File: config.mk
export PLATFORM = sky130hd
export DESIGN_NAME = pfsa_ctrl
export DESIGN_NICKNAME = d
export VERILOG_FILES = /design/src/rtl/core/pfsa_pkg.sv /design/src/rtl/core/pfsa_ctrl.sv
export SDC_FILE = /design/constraint.sdc
export NUM_CORES = 1
export LEC_CHECK = 0
export BUFFER_PORTS_ARGS = -buffer_cell sky130_fd_sc_hd__buf_2
export CAP_MARGIN = 20
export CORE_AREA = 2 2 39 41
export DETAILED_ROUTE_END_ITERATION = 6
export DIE_AREA = 0 0 41 43
export PLACE_DENSITY = 0.5
export SKIP_LAST_GASP = 1
export SLEW_MARGIN = 20
export SYNTH_ARGS = -nofsm -noshare
export SYNTH_HDL_FRONTEND = slang
export SYNTH_SLANG_ARGS = --single-unit
File: constraint.sdc
create_clock -name clk -period 1.31 [get_ports clk]
set_input_delay 0.1965 -clock clk [delete_from_list [all_inputs] [get_ports clk]]
set_output_delay 0.1965 -clock clk [all_outputs]
set_load 0.02 [all_outputs]
File: src/rtl/core/pfsa_pkg.sv
// Shared types and constants for the page frame stack allocator.
package pfsa_pkg;

  localparam int STACK_DEPTH = 1024;
  localparam int PAGE_BITS   = 44;
  localparam int REM_W       = PAGE_BITS + 1;
  localparam int CNT_W       = $clog2(STACK_DEPTH + 1);
  localparam int ADDR_W      = (STACK_DEPTH > 1) ? $clog2(STACK_DEPTH) : 1;
  localparam int CFG_IDX_W   = 1;

  typedef enum logic [CFG_IDX_W-1:0] {
    REG_START_PAGE = 1'b0,
    REG_END_PAGE   = 1'b1
  } cfg_reg_t;

  typedef enum logic {
    KIND_ALLOC = 1'b0,
    KIND_FREE  = 1'b1
  } req_kind_t;

  typedef enum logic [1:0] {
    ST_OK       = 2'd0,
    ST_EMPTY    = 2'd1,
    ST_BAD_FREE = 2'd2,
    ST_FULL     = 2'd3
  } status_t;

  typedef struct packed {
    req_kind_t              kind;
    logic [PAGE_BITS-1:0]   page_number;
  } in_beat_t;

  typedef struct packed {
    logic [PAGE_BITS-1:0]   page_out;
    status_t                status;
    logic [REM_W-1:0]       remaining;
  } out_beat_t;

  typedef enum logic [2:0] {
    S_IDLE,
    S_DISPATCH,
    S_POP,
    S_SCAN,
    S_REPORT
  } pfsa_state_t;

  typedef struct packed {
    logic    latch_req;
    logic    pop_rd;
    logic    pop_take;
    logic    bump;
    logic    scan_start;
    logic    scan_run;
    logic    push;
    logic    fail;
    status_t fail_status;
    logic    load_out;
  } pfsa_cmd_t;

  typedef struct packed {
    logic is_free;
    logic stack_empty;
    logic bump_ok;
    logic victim_ok;
    logic scan_done;
    logic scan_hit;
    logic stack_full;
    logic out_busy;
  } pfsa_sts_t;

endpackage

File: src/rtl/core/pfsa_ctrl.sv
// Request sequencer for the page frame stack allocator.
module pfsa_ctrl (
  input  logic                clk,
  input  logic                rst_n,
  input  logic                in_valid,
  output logic                in_ready,
  input  pfsa_pkg::pfsa_sts_t sts,
  output pfsa_pkg::pfsa_cmd_t cmd
);

  pfsa_pkg::pfsa_state_t state_r;
  pfsa_pkg::pfsa_state_t state_nxt;

  always_ff @(posedge clk) begin
    if (!rst_n) begin
      state_r <= pfsa_pkg::S_IDLE;
    end else begin
      state_r <= state_nxt;
    end
  end

  always_comb begin
    state_nxt = state_r;
    case (state_r)
      pfsa_pkg::S_IDLE: begin
        if (in_valid) begin
          state_nxt = pfsa_pkg::S_DISPATCH;
        end
      end
      pfsa_pkg::S_DISPATCH: begin
        if (!sts.is_free) begin
          state_nxt = sts.stack_empty ? pfsa_pkg::S_REPORT : pfsa_pkg::S_POP;
        end else begin
          state_nxt = sts.victim_ok ? pfsa_pkg::S_SCAN : pfsa_pkg::S_REPORT;
        end
      end
      pfsa_pkg::S_POP: begin
        state_nxt = pfsa_pkg::S_REPORT;
      end
      pfsa_pkg::S_SCAN: begin
        if (sts.scan_hit || sts.scan_done) begin
          state_nxt = pfsa_pkg::S_REPORT;
        end
      end
      pfsa_pkg::S_REPORT: begin
        if (!sts.out_busy) begin
          state_nxt = pfsa_pkg::S_IDLE;
        end
      end
      default: state_nxt = pfsa_pkg::S_IDLE;
    endcase
  end

  always_comb begin
    cmd      = '0;
    cmd.fail_status = pfsa_pkg::ST_OK;
    in_ready = 1'b0;
    case (state_r)
      pfsa_pkg::S_IDLE: begin
        in_ready      = 1'b1;
        cmd.latch_req = in_valid;
      end
      pfsa_pkg::S_DISPATCH: begin
        if (!sts.is_free) begin
          if (!sts.stack_empty) begin
            cmd.pop_rd = 1'b1;
          end else if (sts.bump_ok) begin
            cmd.bump = 1'b1;
          end else begin
            cmd.fail        = 1'b1;
            cmd.fail_status = pfsa_pkg::ST_EMPTY;
          end
        end else if (sts.victim_ok) begin
          cmd.scan_start = 1'b1;
        end else begin
          cmd.fail        = 1'b1;
          cmd.fail_status = pfsa_pkg::ST_BAD_FREE;
        end
      end
      pfsa_pkg::S_POP: begin
        cmd.pop_take = 1'b1;
      end
      pfsa_pkg::S_SCAN: begin
        cmd.scan_run = 1'b1;
        if (sts.scan_hit) begin
          cmd.fail        = 1'b1;
          cmd.fail_status = pfsa_pkg::ST_BAD_FREE;
        end else if (sts.scan_done) begin
          if (sts.stack_full) begin
            cmd.fail        = 1'b1;
            cmd.fail_status = pfsa_pkg::ST_FULL;
          end else begin
            cmd.push = 1'b1;
          end
        end
      end
      pfsa_pkg::S_REPORT: begin
        cmd.load_out = !sts.out_busy;
      end
      default: begin
        cmd = '0;
      end
    endcase
  end

endmodule

# Word-level counts from Yosys, hierarchy flattened
# Index checks and enable logic that the tools add are counted.
# Widths: inputs -> output; s select.
[totals] inputBits=11 output_inout_bits=12 word_cells=43 regBits=3
[classes] mux=31 n_reduce_logical=4 eq_ne=7
[ops] cell="$mux 3" n=12
[ops] cell="$pmux 3 s5" n=1
[ops] cell="$mux 1" n=14
[ops] cell="$eq 3x2->1 const B" n=2
[ops] cell="$ne 2x2->1 const B" n=3
[ops] cell="$pmux 3 s2" n=1
[ops] cell="$mux 2" n=2
[ops] cell="$mux 4" n=1
[ops] cell="$eq 3x1->1 const B" n=1
[ops] cell="$eq 3x3->1 const B" n=1
[ops] cell="$logic_not 3->1" n=1
[ops] cell="$reduce_and 3->1" n=1
[ops] cell="$logic_not 1->1" n=1
[ops] cell="$logic_or 1x1->1" n=1

# Logic depth before layout (Yosys ltp)
# Gate-level depths: netlist of the first run.
[depth] ltp_word=4 ltp_mapped=4 ltp_nobuf=3

# Least setup slack after synthesis of the first run
# No wires, ideal clock.
[synth_timing] path_type="reg-to-reg" start="register state_r[1]" end="register state_r[0]" t_required_ps=1251 period_less_slack_ps=1513 path_buffers=1 arrival_time_ps=1454 path_stages_with_launch=5 path_slack_ps=-203 setup_time_ps=59 cell_sequence="dfxtp_1 -> buf_6 -> nor3_1 -> and2_1 -> o31a_1"
[synth_between] elab_chain_cells=3 word_cells_on_any_way=10 classes_between="7 x eq/ne; 1 x mux; 2 x reduce/logical"
[synth_lines] element="from (decl)" line_no="pfsa_ctrl.sv:11" text="pfsa_pkg::pfsa_state_t state_r;"
[synth_lines] element="from (signal assigned)" line_no="pfsa_ctrl.sv:16" text="state_r <= pfsa_pkg::S_IDLE;"
[synth_lines] element="from (signal assigned)" line_no="pfsa_ctrl.sv:18" text="state_r <= state_nxt;"
[synth_lines] element="$eq 3x2->1, or another cell as far along" line_no="pfsa_ctrl.sv:24" text="case (state_r)"
[synth_lines] element="$ne 2x2->1 (no line)"
[synth_lines] element="$reduce_and 3->1 (no line)"
# Several ways; a longest one is shown, not always the timed one.
# A chain may end at the register's enable or synchronous reset.

==> results.yml, run 1 <==
outcome:
  outcome: "complete, but fails checks"
  violations: "setup timing"
die:
  dieArea_sq_um: 1760
  ios: 23
  core-area_sq_um: 1380
  die_h_um: 43
  die_w_um: 41
  row_count: 14
  start_util: 0.226
worst_setup_path:
  worstPathRequired_ns: 1.11
  rrSetupSlack_ns: 0.07
  critPathArrivalTime_ns: 1.25
  cp_num_buf_inv: 1
  cp_top_family: "simple AND/OR/NAND/NOR gates"
  cpPeakStageDelay_ns: 0.40
  worstPathMaxFanout: 6
  endpoint_kind: "output port"
  critPathLaunchType: "register"
  crit_slowest_cell: "or3b_4"
  worstSetupPathType: "reg -> out"
  cp_cell_sequence: "or3b_4 -> nor3_2 -> buf_4"
sta:
  slew_violations: 0
  fin_ws_ns: -0.141
  finalHoldViolCount: 0
  clock.fmax_mhz: 689
  rsz0062_at_grt: "true"
  finalCriticalPeriod_ns: 1.45
  maxSlewHeadroom: 0.747
  fin_worst_skew_ns: 0.00212
  final-setup-viol-count: 10
  worst_pin_slew_ns: 0.376
  finalCritPeriodShare: 1.11
synthesis:
  yosys.area.top_type: "dfxtp_1"
  syn_inst: 40
  syn-mean-instance-area_sq_um: 7.82
  ys_ff_latch: 3
  netlist_area_sq_um: 313
  yosysWarnings: 0
  synth_seq_area_share: 0.192
  yosysUniqueCellTypes: 26
  syn_nets: 51
  synthTopCellsByArea: "dfxtp_1 19%, nor2b_1 10%, nor3b_1 7.2%, nor3_1 6.4%, and2_1 4.0%"
  yosysTopAreaCellShare: 0.192
clocking:
  cts_max_path_buffers: 2
  path_clk_slew_ns: 0.03
  cts_root_buffer: "clkbuf_4"
  clock_latency_ns: 0.23
  numCtsBuffers: 3
  postCtsHoldBufs: 0
  cts_tree: "yes"
  cts.htree.levels: 1
  cts_sinks: 3
place:
  place_area_sq_um: 477
  hpwl_um: 724
  routabilityCongestion: 0.698
  place_inst: 81
  io_buffers: 22
cells_and_area:
  largest_reg_flops: 3
  nNetsFinal: 88
  fillers: 137
  layout_common_cells: "13 x buf_4, 11 x buf_6, 10 x buf_2"
  stdcell_count: 92
  drive_above_1_share: 0.645
  final_common_cell: "buf_4"
  antenna_cells: 0
  stdcell_area_sq_um: 666
  regMostFlops: "state_r"
  reg_top3: "state_r (3)"
  syn2layout_area_growth_pct: 113
grt:
  grt-ovfl-total: 0
  grt_pass1_wl_um: 1510
  grt_antenna_before_repair: 0
  grt_max_degree: 9
  grt_usage: 0.126
  grt_pass1_vias: 373
route:
  dr.pass1.iters: 4
  vias: 426
  viasPerCell: 4.63
  drt_iter0_drc: 8
  drtAntennaViolNets: 0
  detail_route.drc_violations: 0
  avgRoutedWirePerCell_um: 11.1
  wirelength_um: 1020
power_and_ir_drop:
  ir_drop_uv: 373
  power.density_nw_per_um2: 676
  cellLeakagePower_nw: 0.316
flow_run:
  cap_viol_max_count: 0
worst_hold_path:
  hp-class: "in -> reg"
-- cells in the mapped netlist --
cell / n
nor3_1: 4
nand3b_1: 1
or3b_4: 1
nand4b_1: 1
and3_4: 1
and3_1: 1
o2bb2ai_1: 1
nor2_1: 1
a211oi_1: 1
and2_1: 2
and2b_1: 1
buf_6: 1
a21oi_1: 1
nand2_1: 2
nor3_2: 1
inv_1: 1
buf_4: 1
nand4_1: 1
o21ai_0: 2
nor2b_1: 5
o41ai_1: 1
o21a_1: 1
o31a_1: 1
nor3b_1: 3
o211ai_1: 1
dfxtp_1: 3
-- layer usage --
metal / vias up / part of all wire / track usage
li1: 223 / - / -
met1: 184 / 0.44 / 0.154
met2: 19 / 0.48 / 0.184
met3: 0 / 0.076 / 0.0681
met4: 0 / 0 / 0.0400
met5: - / 0 / 0
-- cells by family after synthesis --
logic type | synth area share
AOI/OAI and AO/OA | 0.204
buffers and inverters | 0.0720
and+or+nand+nor | 0.532
DFF | 0.192
-- report_power, final --
part	switching, W	total [W]	internal [W]
clock	0.0000462	0.000160	0.000114
combinational	0.0000783	0.000185	0.000106
sequential	0.00000995	0.000105	0.0000952
-- path summary, 6_finish.rpt --
path,depth (start not counted),to,start
worst min-delay path,2,state_r[1]$_SDFFE_PN0P_,rst_n
worst max register to register,4,state_r[1]$_SDFFE_PN0P_,state_r[1]$_SDFFE_PN0P_
worst max-delay path,3,cmd[9],state_r[1]$_SDFFE_PN0P_
worst min register to register,3,state_r[2]$_SDFFE_PN0P_,state_r[2]$_SDFFE_PN0P_
-- per-stage QoR --
step / hold slack (ns) / worst slack (ns) / util / power (W) / TNS (ns)
floorplan: 0.314 / 0.00530 / - / 0.000180 / 0
global placement: 0.437 / 0.0139 / 0.344 / 0.000232 / 0
detailed placement: 0.440 / 0.0210 / 0.344 / 0.000231 / 0
CTS: 0.199 / -0.153 / 0.464 / 0.000442 / -0.868
global route: 0.193 / -0.221 / 0.481 / 0.000482 / -1.57
finish: 0.203 / -0.141 / 0.481 / 0.000450 / -0.873
-- worst register-to-register path: cells and delay by family (launching register included) --
family                 cells  cell delay, ns
AOI/OAI and AO/OA          1            0.12
DFF                        1            0.36
buffers and inverters      1            0.14
and+or+nand+nor            2            0.56
-- timing repair --
action / CTS / global route
gates resized for setup: 29 / 8
buffers inserted: 7 / 0
setup endpoints to repair: 11 / 12
pin swaps: 11 / 5
-- layout make-up --
| cell class | count | area (sq um) | area share |
|---|---|---|---|
| clock buffers | 4 | 26.3 | 0.0395 |
| inverters | 1 | 3.75 | 0.00564 |
| multi-input cells | 34 | 273 | 0.410 |
| flip-flops and latches | 3 | 71.3 | 0.107 |
| well taps | 16 | 20.0 | 0.0301 |
| repair buffers | 34 | 272 | 0.408 |
No activity file was read; power rests on OpenSTA's default activity.
==> inputs of run 2 (changes only) <==
--- a/config.mk
+++ b/config.mk
@@ -10,6 +10,8 @@
 export CORE_AREA = 2 2 39 41
 export DETAILED_ROUTE_END_ITERATION = 6
 export DIE_AREA = 0 0 41 43
+export GPL_ROUTABILITY_DRIVEN = 0
+export MAX_ROUTING_LAYER = met4
 export PLACE_DENSITY = 0.5
 export SKIP_LAST_GASP = 1
 export SLEW_MARGIN = 20
==> run 2 against run 1 <==
  * The run still ends with setup timing left
  * Core utilization rose by 0.54 points
  * Die area did not move
  * Cell count rose by 1.1%
  * Hold slack improved by 0.0013 ns
  * Flip-flop and latch count did not move
  * Sequential power barely moved
  * Clock power barely moved
  * Via count rose by 0.70%
==> results.yml, run 2 (synthesized netlist as in run 1, its figures left out) <==
outcome:
  outcome: "complete, but fails checks"
  violations: "setup timing"
clocking:
  cts_tree: "yes"
  cts_max_path_buffers: 2
  cts_sinks: 3
  cts.htree.levels: 1
  cts_root_buffer: "clkbuf_4"
  clock_latency_ns: 0.23
  path_clk_slew_ns: 0.04
  numCtsBuffers: 3
grt:
  grt_pass1_wl_um: 1510
  grt_antenna_before_repair: 0
  grt_pass1_vias: 368
  grt-ovfl-total: 0
  grt_usage: 0.129
  grt_max_degree: 9
cells_and_area:
  drive_above_1_share: 0.649
  stdcell_area_sq_um: 673
  regMostFlops: "state_r"
  antenna_cells: 0
  syn2layout_area_growth_pct: 115
  stdcell_count: 93
  final_common_cell: "buf_4"
  largest_reg_flops: 3
  reg_top3: "state_r (3)"
  nNetsFinal: 89
  layout_common_cells: "14 x buf_4, 11 x buf_6, 10 x buf_2"
place:
  place_inst: 81
  place_area_sq_um: 477
  hpwl_um: 724
  io_buffers: 22
worst_setup_path:
  worstSetupPathType: "reg -> out"
  critPathArrivalTime_ns: 1.26
  endpoint_kind: "output port"
  cpPeakStageDelay_ns: 0.37
  critPathLaunchType: "register"
  worstPathMaxFanout: 8
  worstPathRequired_ns: 1.11
  crit_slowest_cell: "dfxtp_4"
  cp_cell_sequence: "nor3b_4 -> buf_4 -> and3_4 -> buf_6"
sta:
  clock.fmax_mhz: 686
  slew_violations: 0
  final-setup-viol-count: 10
  finalHoldViolCount: 0
  worst_pin_slew_ns: 0.371
  finalCritPeriodShare: 1.11
  fin_ws_ns: -0.148
  fin_hold_ws_ns: 0.204
  rsz0062_at_grt: "true"
  finalCriticalPeriod_ns: 1.46
  maxSlewHeadroom: 0.751
  fin_worst_skew_ns: 0.00332
power_and_ir_drop:
  p_int_w: 0.000319
  ir_drop_uv: 376
  p_sw_w: 0.000136
  cellLeakagePower_nw: 0.321
  power.density_nw_per_um2: 676
  p_comb_frac: 0.415
  power.share.switching: 0.299
  clockPowerShare: 0.354
  p_seq_frac: 0.231
route:
  wirelength_um: 1030
  viasPerCell: 4.61
  vias: 429
  dr.pass1.iters: 2
  drtAntennaViolNets: 0
  drt_iter0_drc: 3
  avgRoutedWirePerCell_um: 11.1
  detail_route.drc_violations: 0
die:
  dieArea_sq_um: 1760
  die_h_um: 43
  row_count: 14
  start_util: 0.226
  core-area_sq_um: 1380
  die_w_um: 41
  ios: 23
worst_hold_path:
  hp-class: "in -> reg"
flow_run:
  cap_viol_max_count: 0
## run 2: cell types whose count changed in the layout (fill, tap and decap cells not counted), sizes merged
cell,change
buf,+1
## run 2: power by group through the flow
stage / Sequential [W] / Clock [W] / Combinational, W
global placement: 0.000108 / 0 / 0.000124
detailed placement: 0.000107 / 0 / 0.000124
CTS: 0.000106 / 0.000163 / 0.000173
floorplan: 0.000102 / 0 / 0.0000778
global route: 0.000106 / 0.000179 / 0.000201
finish: 0.000105 / 0.000161 / 0.000189
## run 2: worst max-delay path, delay by kind of cell, from the launching register on
| kind | cells | cell delay (ns) |
|---|---|---|
| simple gates | 2 | 0.41 |
| buf+inv | 2 | 0.24 |
| flops | 1 | 0.37 |
## run 2: cell type report
cell class	count	area, sq um
Fill cell	137	711
Timing Repair Buffer	35	279
Multi-Input combinational cell	34	273
Sequential cell	3	71.3
Clock buffer	4	26.3
Tap cell	16	20.0
Inverter	1	3.75
## run 2: final timing paths
kind                                              start                      end  slack, ns  depth (start not counted)
worst max-delay path            state_r[2]$_SDFFE_PN0P_                   cmd[6]      -0.15                          4
worst min-delay path                              rst_n  state_r[1]$_SDFFE_PN0P_       0.20                          2
worst min register to register  state_r[2]$_SDFFE_PN0P_  state_r[2]$_SDFFE_PN0P_       0.69                          3
worst max register to register  state_r[2]$_SDFFE_PN0P_  state_r[1]$_SDFFE_PN0P_       0.07                          4
## run 2: routing by layer
layer,part of all wire,vias up,GRT usage
li1,-,223,-
met1,0.45,188,0.157
met2,0.48,18,0.184
met3,0.065,0,0.0628
met4,0,0,0.0400
met5,0,-,-
## run 2: repair_timing
action	CTS	global route
hold buffers	0	0
pin swaps	11	5
buffers inserted	7	1
resized for setup	29	8
hold endpoints to repair	0	0
setup endpoints to repair	11	12
## run 2: stage by stage
step	setup slack (ns)	power [W]	TNS, ns	utilization
floorplan	0.00530	0.000180	0	-
global placement	0.0139	0.000232	0	0.344
detailed placement	0.0210	0.000231	0	0.344
CTS	-0.153	0.000442	-0.868	0.464
global route	-0.221	0.000486	-1.65	0.486
finish	-0.148	0.000455	-0.960	0.486
==> inputs of run 3 (changes only) <==
--- a/config.mk
+++ b/config.mk
@@ -12,7 +12,7 @@
 export DIE_AREA = 0 0 41 43
 export GPL_ROUTABILITY_DRIVEN = 0
 export MAX_ROUTING_LAYER = met4
-export PLACE_DENSITY = 0.5
+export PLACE_DENSITY = 0.52
 export SKIP_LAST_GASP = 1
 export SLEW_MARGIN = 20
 export SYNTH_ARGS = -nofsm -noshare
==> constraint.sdc (replaced) <==
create_clock -name clk -period 1.2 [get_ports clk]
set_input_delay 0.18 -clock clk [delete_from_list [all_inputs] [get_ports clk]]
set_output_delay 0.18 -clock clk [all_outputs]
set_load 0.02 [all_outputs]
==> run 3 against run 2 <==
  * Setup slack got worse by 0.11 ns
  * The run still ends with setup timing left
  * First-iteration DRC count rose by 67%
  * Flip-flop and latch count did not move
  * Register-to-register slack got worse by 0.07 ns
  * Cell count down 1.1%
  * Non-clock buffer count decreased by 1
  * Combinational power barely moved
==> results.yml, run 3 (synthesized netlist as in run 1, its figures left out) <==
outcome:
  outcome: "complete, but fails checks"
  violations: "setup timing"
sta:
  finalHoldViolCount: 0
  worst_pin_slew_ns: 0.326
  finalCritPeriodShare: 1.22
  rsz0062_at_grt: "true"
  clock.fmax_mhz: 684
  fin_ws_ns: -0.262
  setup_tns_ns: -1.97
  fin_hold_ws_ns: 0.191
  fin_worst_skew_ns: 0.000557
  slew_violations: 0
  final-setup-viol-count: 12
  maxSlewHeadroom: 0.780
  finalCriticalPeriod_ns: 1.46
worst_setup_path:
  critPathLaunchType: "register"
  worstSetupPathType: "reg -> out"
  worstPathRequired_ns: 1.02
  critPathArrivalTime_ns: 1.28
  endpoint_kind: "output port"
  worstPathMaxFanout: 8
grt:
  grt_usage: 0.136
  grt_pass1_vias: 410
  grt-ovfl-total: 0
  grt_pass1_wl_um: 1610
  grt_antenna_before_repair: 0
  grt_max_degree: 9
clocking:
  cts_sinks: 3
  cts_tree: "yes"
  cts.htree.levels: 1
  clock_latency_ns: 0.23
  numCtsBuffers: 3
  cts_root_buffer: "clkbuf_4"
  path_clk_slew_ns: 0.04
  cts_max_path_buffers: 2
route:
  wirelength_um: 982
  wl_met2_um: 463
  wl_met1_um: 457
  dr_wl_met3_um: 49
  viasPerCell: 4.70
  drtAntennaViolNets: 0
  top_layer: "met4"
  dr.pass1.iters: 2
  vias: 432
  drt_iter0_drc: 5
  avgRoutedWirePerCell_um: 10.7
  detail_route.drc_violations: 0
place:
  hpwl_um: 756
  io_buffers: 22
power_and_ir_drop:
  p_comb_frac: 0.393
  cellLeakagePower_nw: 0.315
  power.density_nw_per_um2: 749
  p_sw_w: 0.000150
  ir_drop_uv: 228
  p_seq_frac: 0.239
  clockPowerShare: 0.368
  power.share.switching: 0.308
  p_int_w: 0.000338
die:
  start_util: 0.226
  die_w_um: 41
  dieArea_sq_um: 1760
  core-area_sq_um: 1380
  die_h_um: 43
  ios: 23
  row_count: 14
cells_and_area:
  reg_top3: "state_r (3)"
  final_common_cell: "buf_4"
  fillers: 137
  nNetsFinal: 88
  syn2layout_area_growth_pct: 108
  antenna_cells: 0
  largest_reg_flops: 3
  layout_common_cells: "14 x buf_4, 13 x buf_2, 7 x buf_6"
  drive_above_1_share: 0.658
  regMostFlops: "state_r"
flow_run:
  cap_viol_max_count: 0
worst_hold_path:
  hp-class: "in -> reg"
==> run 3: layer usage <==
layer,GRT usage,vias up
li1,-,224
met1,0.167,192
met3,0.0157,2
met2,0.194,14
met4,0.100,0
met5,-,-
==> run 3: power groups by stage <==
stage | Clock [W] | Sequential, W | Combinational, W
after floorplan | 0 | 0.000114 | 0.0000954
after global placement | 0 | 0.000121 | 0.000152
after detailed placement | 0 | 0.000121 | 0.000153
after CTS | 0.000191 | 0.000118 | 0.000177
after global routing | 0.000202 | 0.000117 | 0.000209
final | 0.000180 | 0.000117 | 0.000192
==> run 3: stage by stage <==
| step | setup slack, ns | std cells | power [W] | util | area [sq um] |
|---|---|---|---|---|---|
| finish | -0.262 | 92 | 0.000488 | 0.471 | 652 |
| global route | -0.323 | 92 | 0.000528 | 0.471 | 652 |
| CTS | -0.270 | 90 | 0.000486 | 0.440 | 609 |
| detailed placement | -0.0934 | 85 | 0.000274 | 0.382 | 529 |
| global placement | -0.108 | 85 | 0.000273 | 0.382 | 529 |
| floorplan | -0.0728 | 40 | 0.000209 | - | 354 |
==> run 3: area by class of cell <==
type	count	area [sq um]	area share
tap	16	20.0	0.0307
clock buffer	4	26.3	0.0403
sequential	3	71.3	0.109
inverter	1	3.75	0.00576
multi-input combinational	34	282	0.432
timing repair buffer	34	249	0.382
==> run 3: worst paths after layout <==
kind | from | end | slack, ns | cells after the start
worst max-delay path | state_r[1]$_SDFFE_PN0P_ | cmd[9] | -0.26 | 3
worst max register to register | state_r[0]$_SDFFE_PN0P_ | state_r[0]$_SDFFE_PN0P_ | 0 | 4
worst min-delay path | rst_n | state_r[1]$_SDFFE_PN0P_ | 0.19 | 2
worst min register to register | state_r[2]$_SDFFE_PN0P_ | state_r[2]$_SDFFE_PN0P_ | 0.65 | 3
==> run 3: what timing repair did <==
item	in CTS	in global routing
hold buffers	0	0
pin swaps	2	7
buffers inserted	1	2
resized for setup	18	8
endpoints found under the setup margin	14	13
==> run 3: critical path, cell delays in order, from the launching register on <==
cell and delay, ns:
dfxtp_4 0.36, or3b_4 0.42, nor3_4 0.13, buf_6 0.14
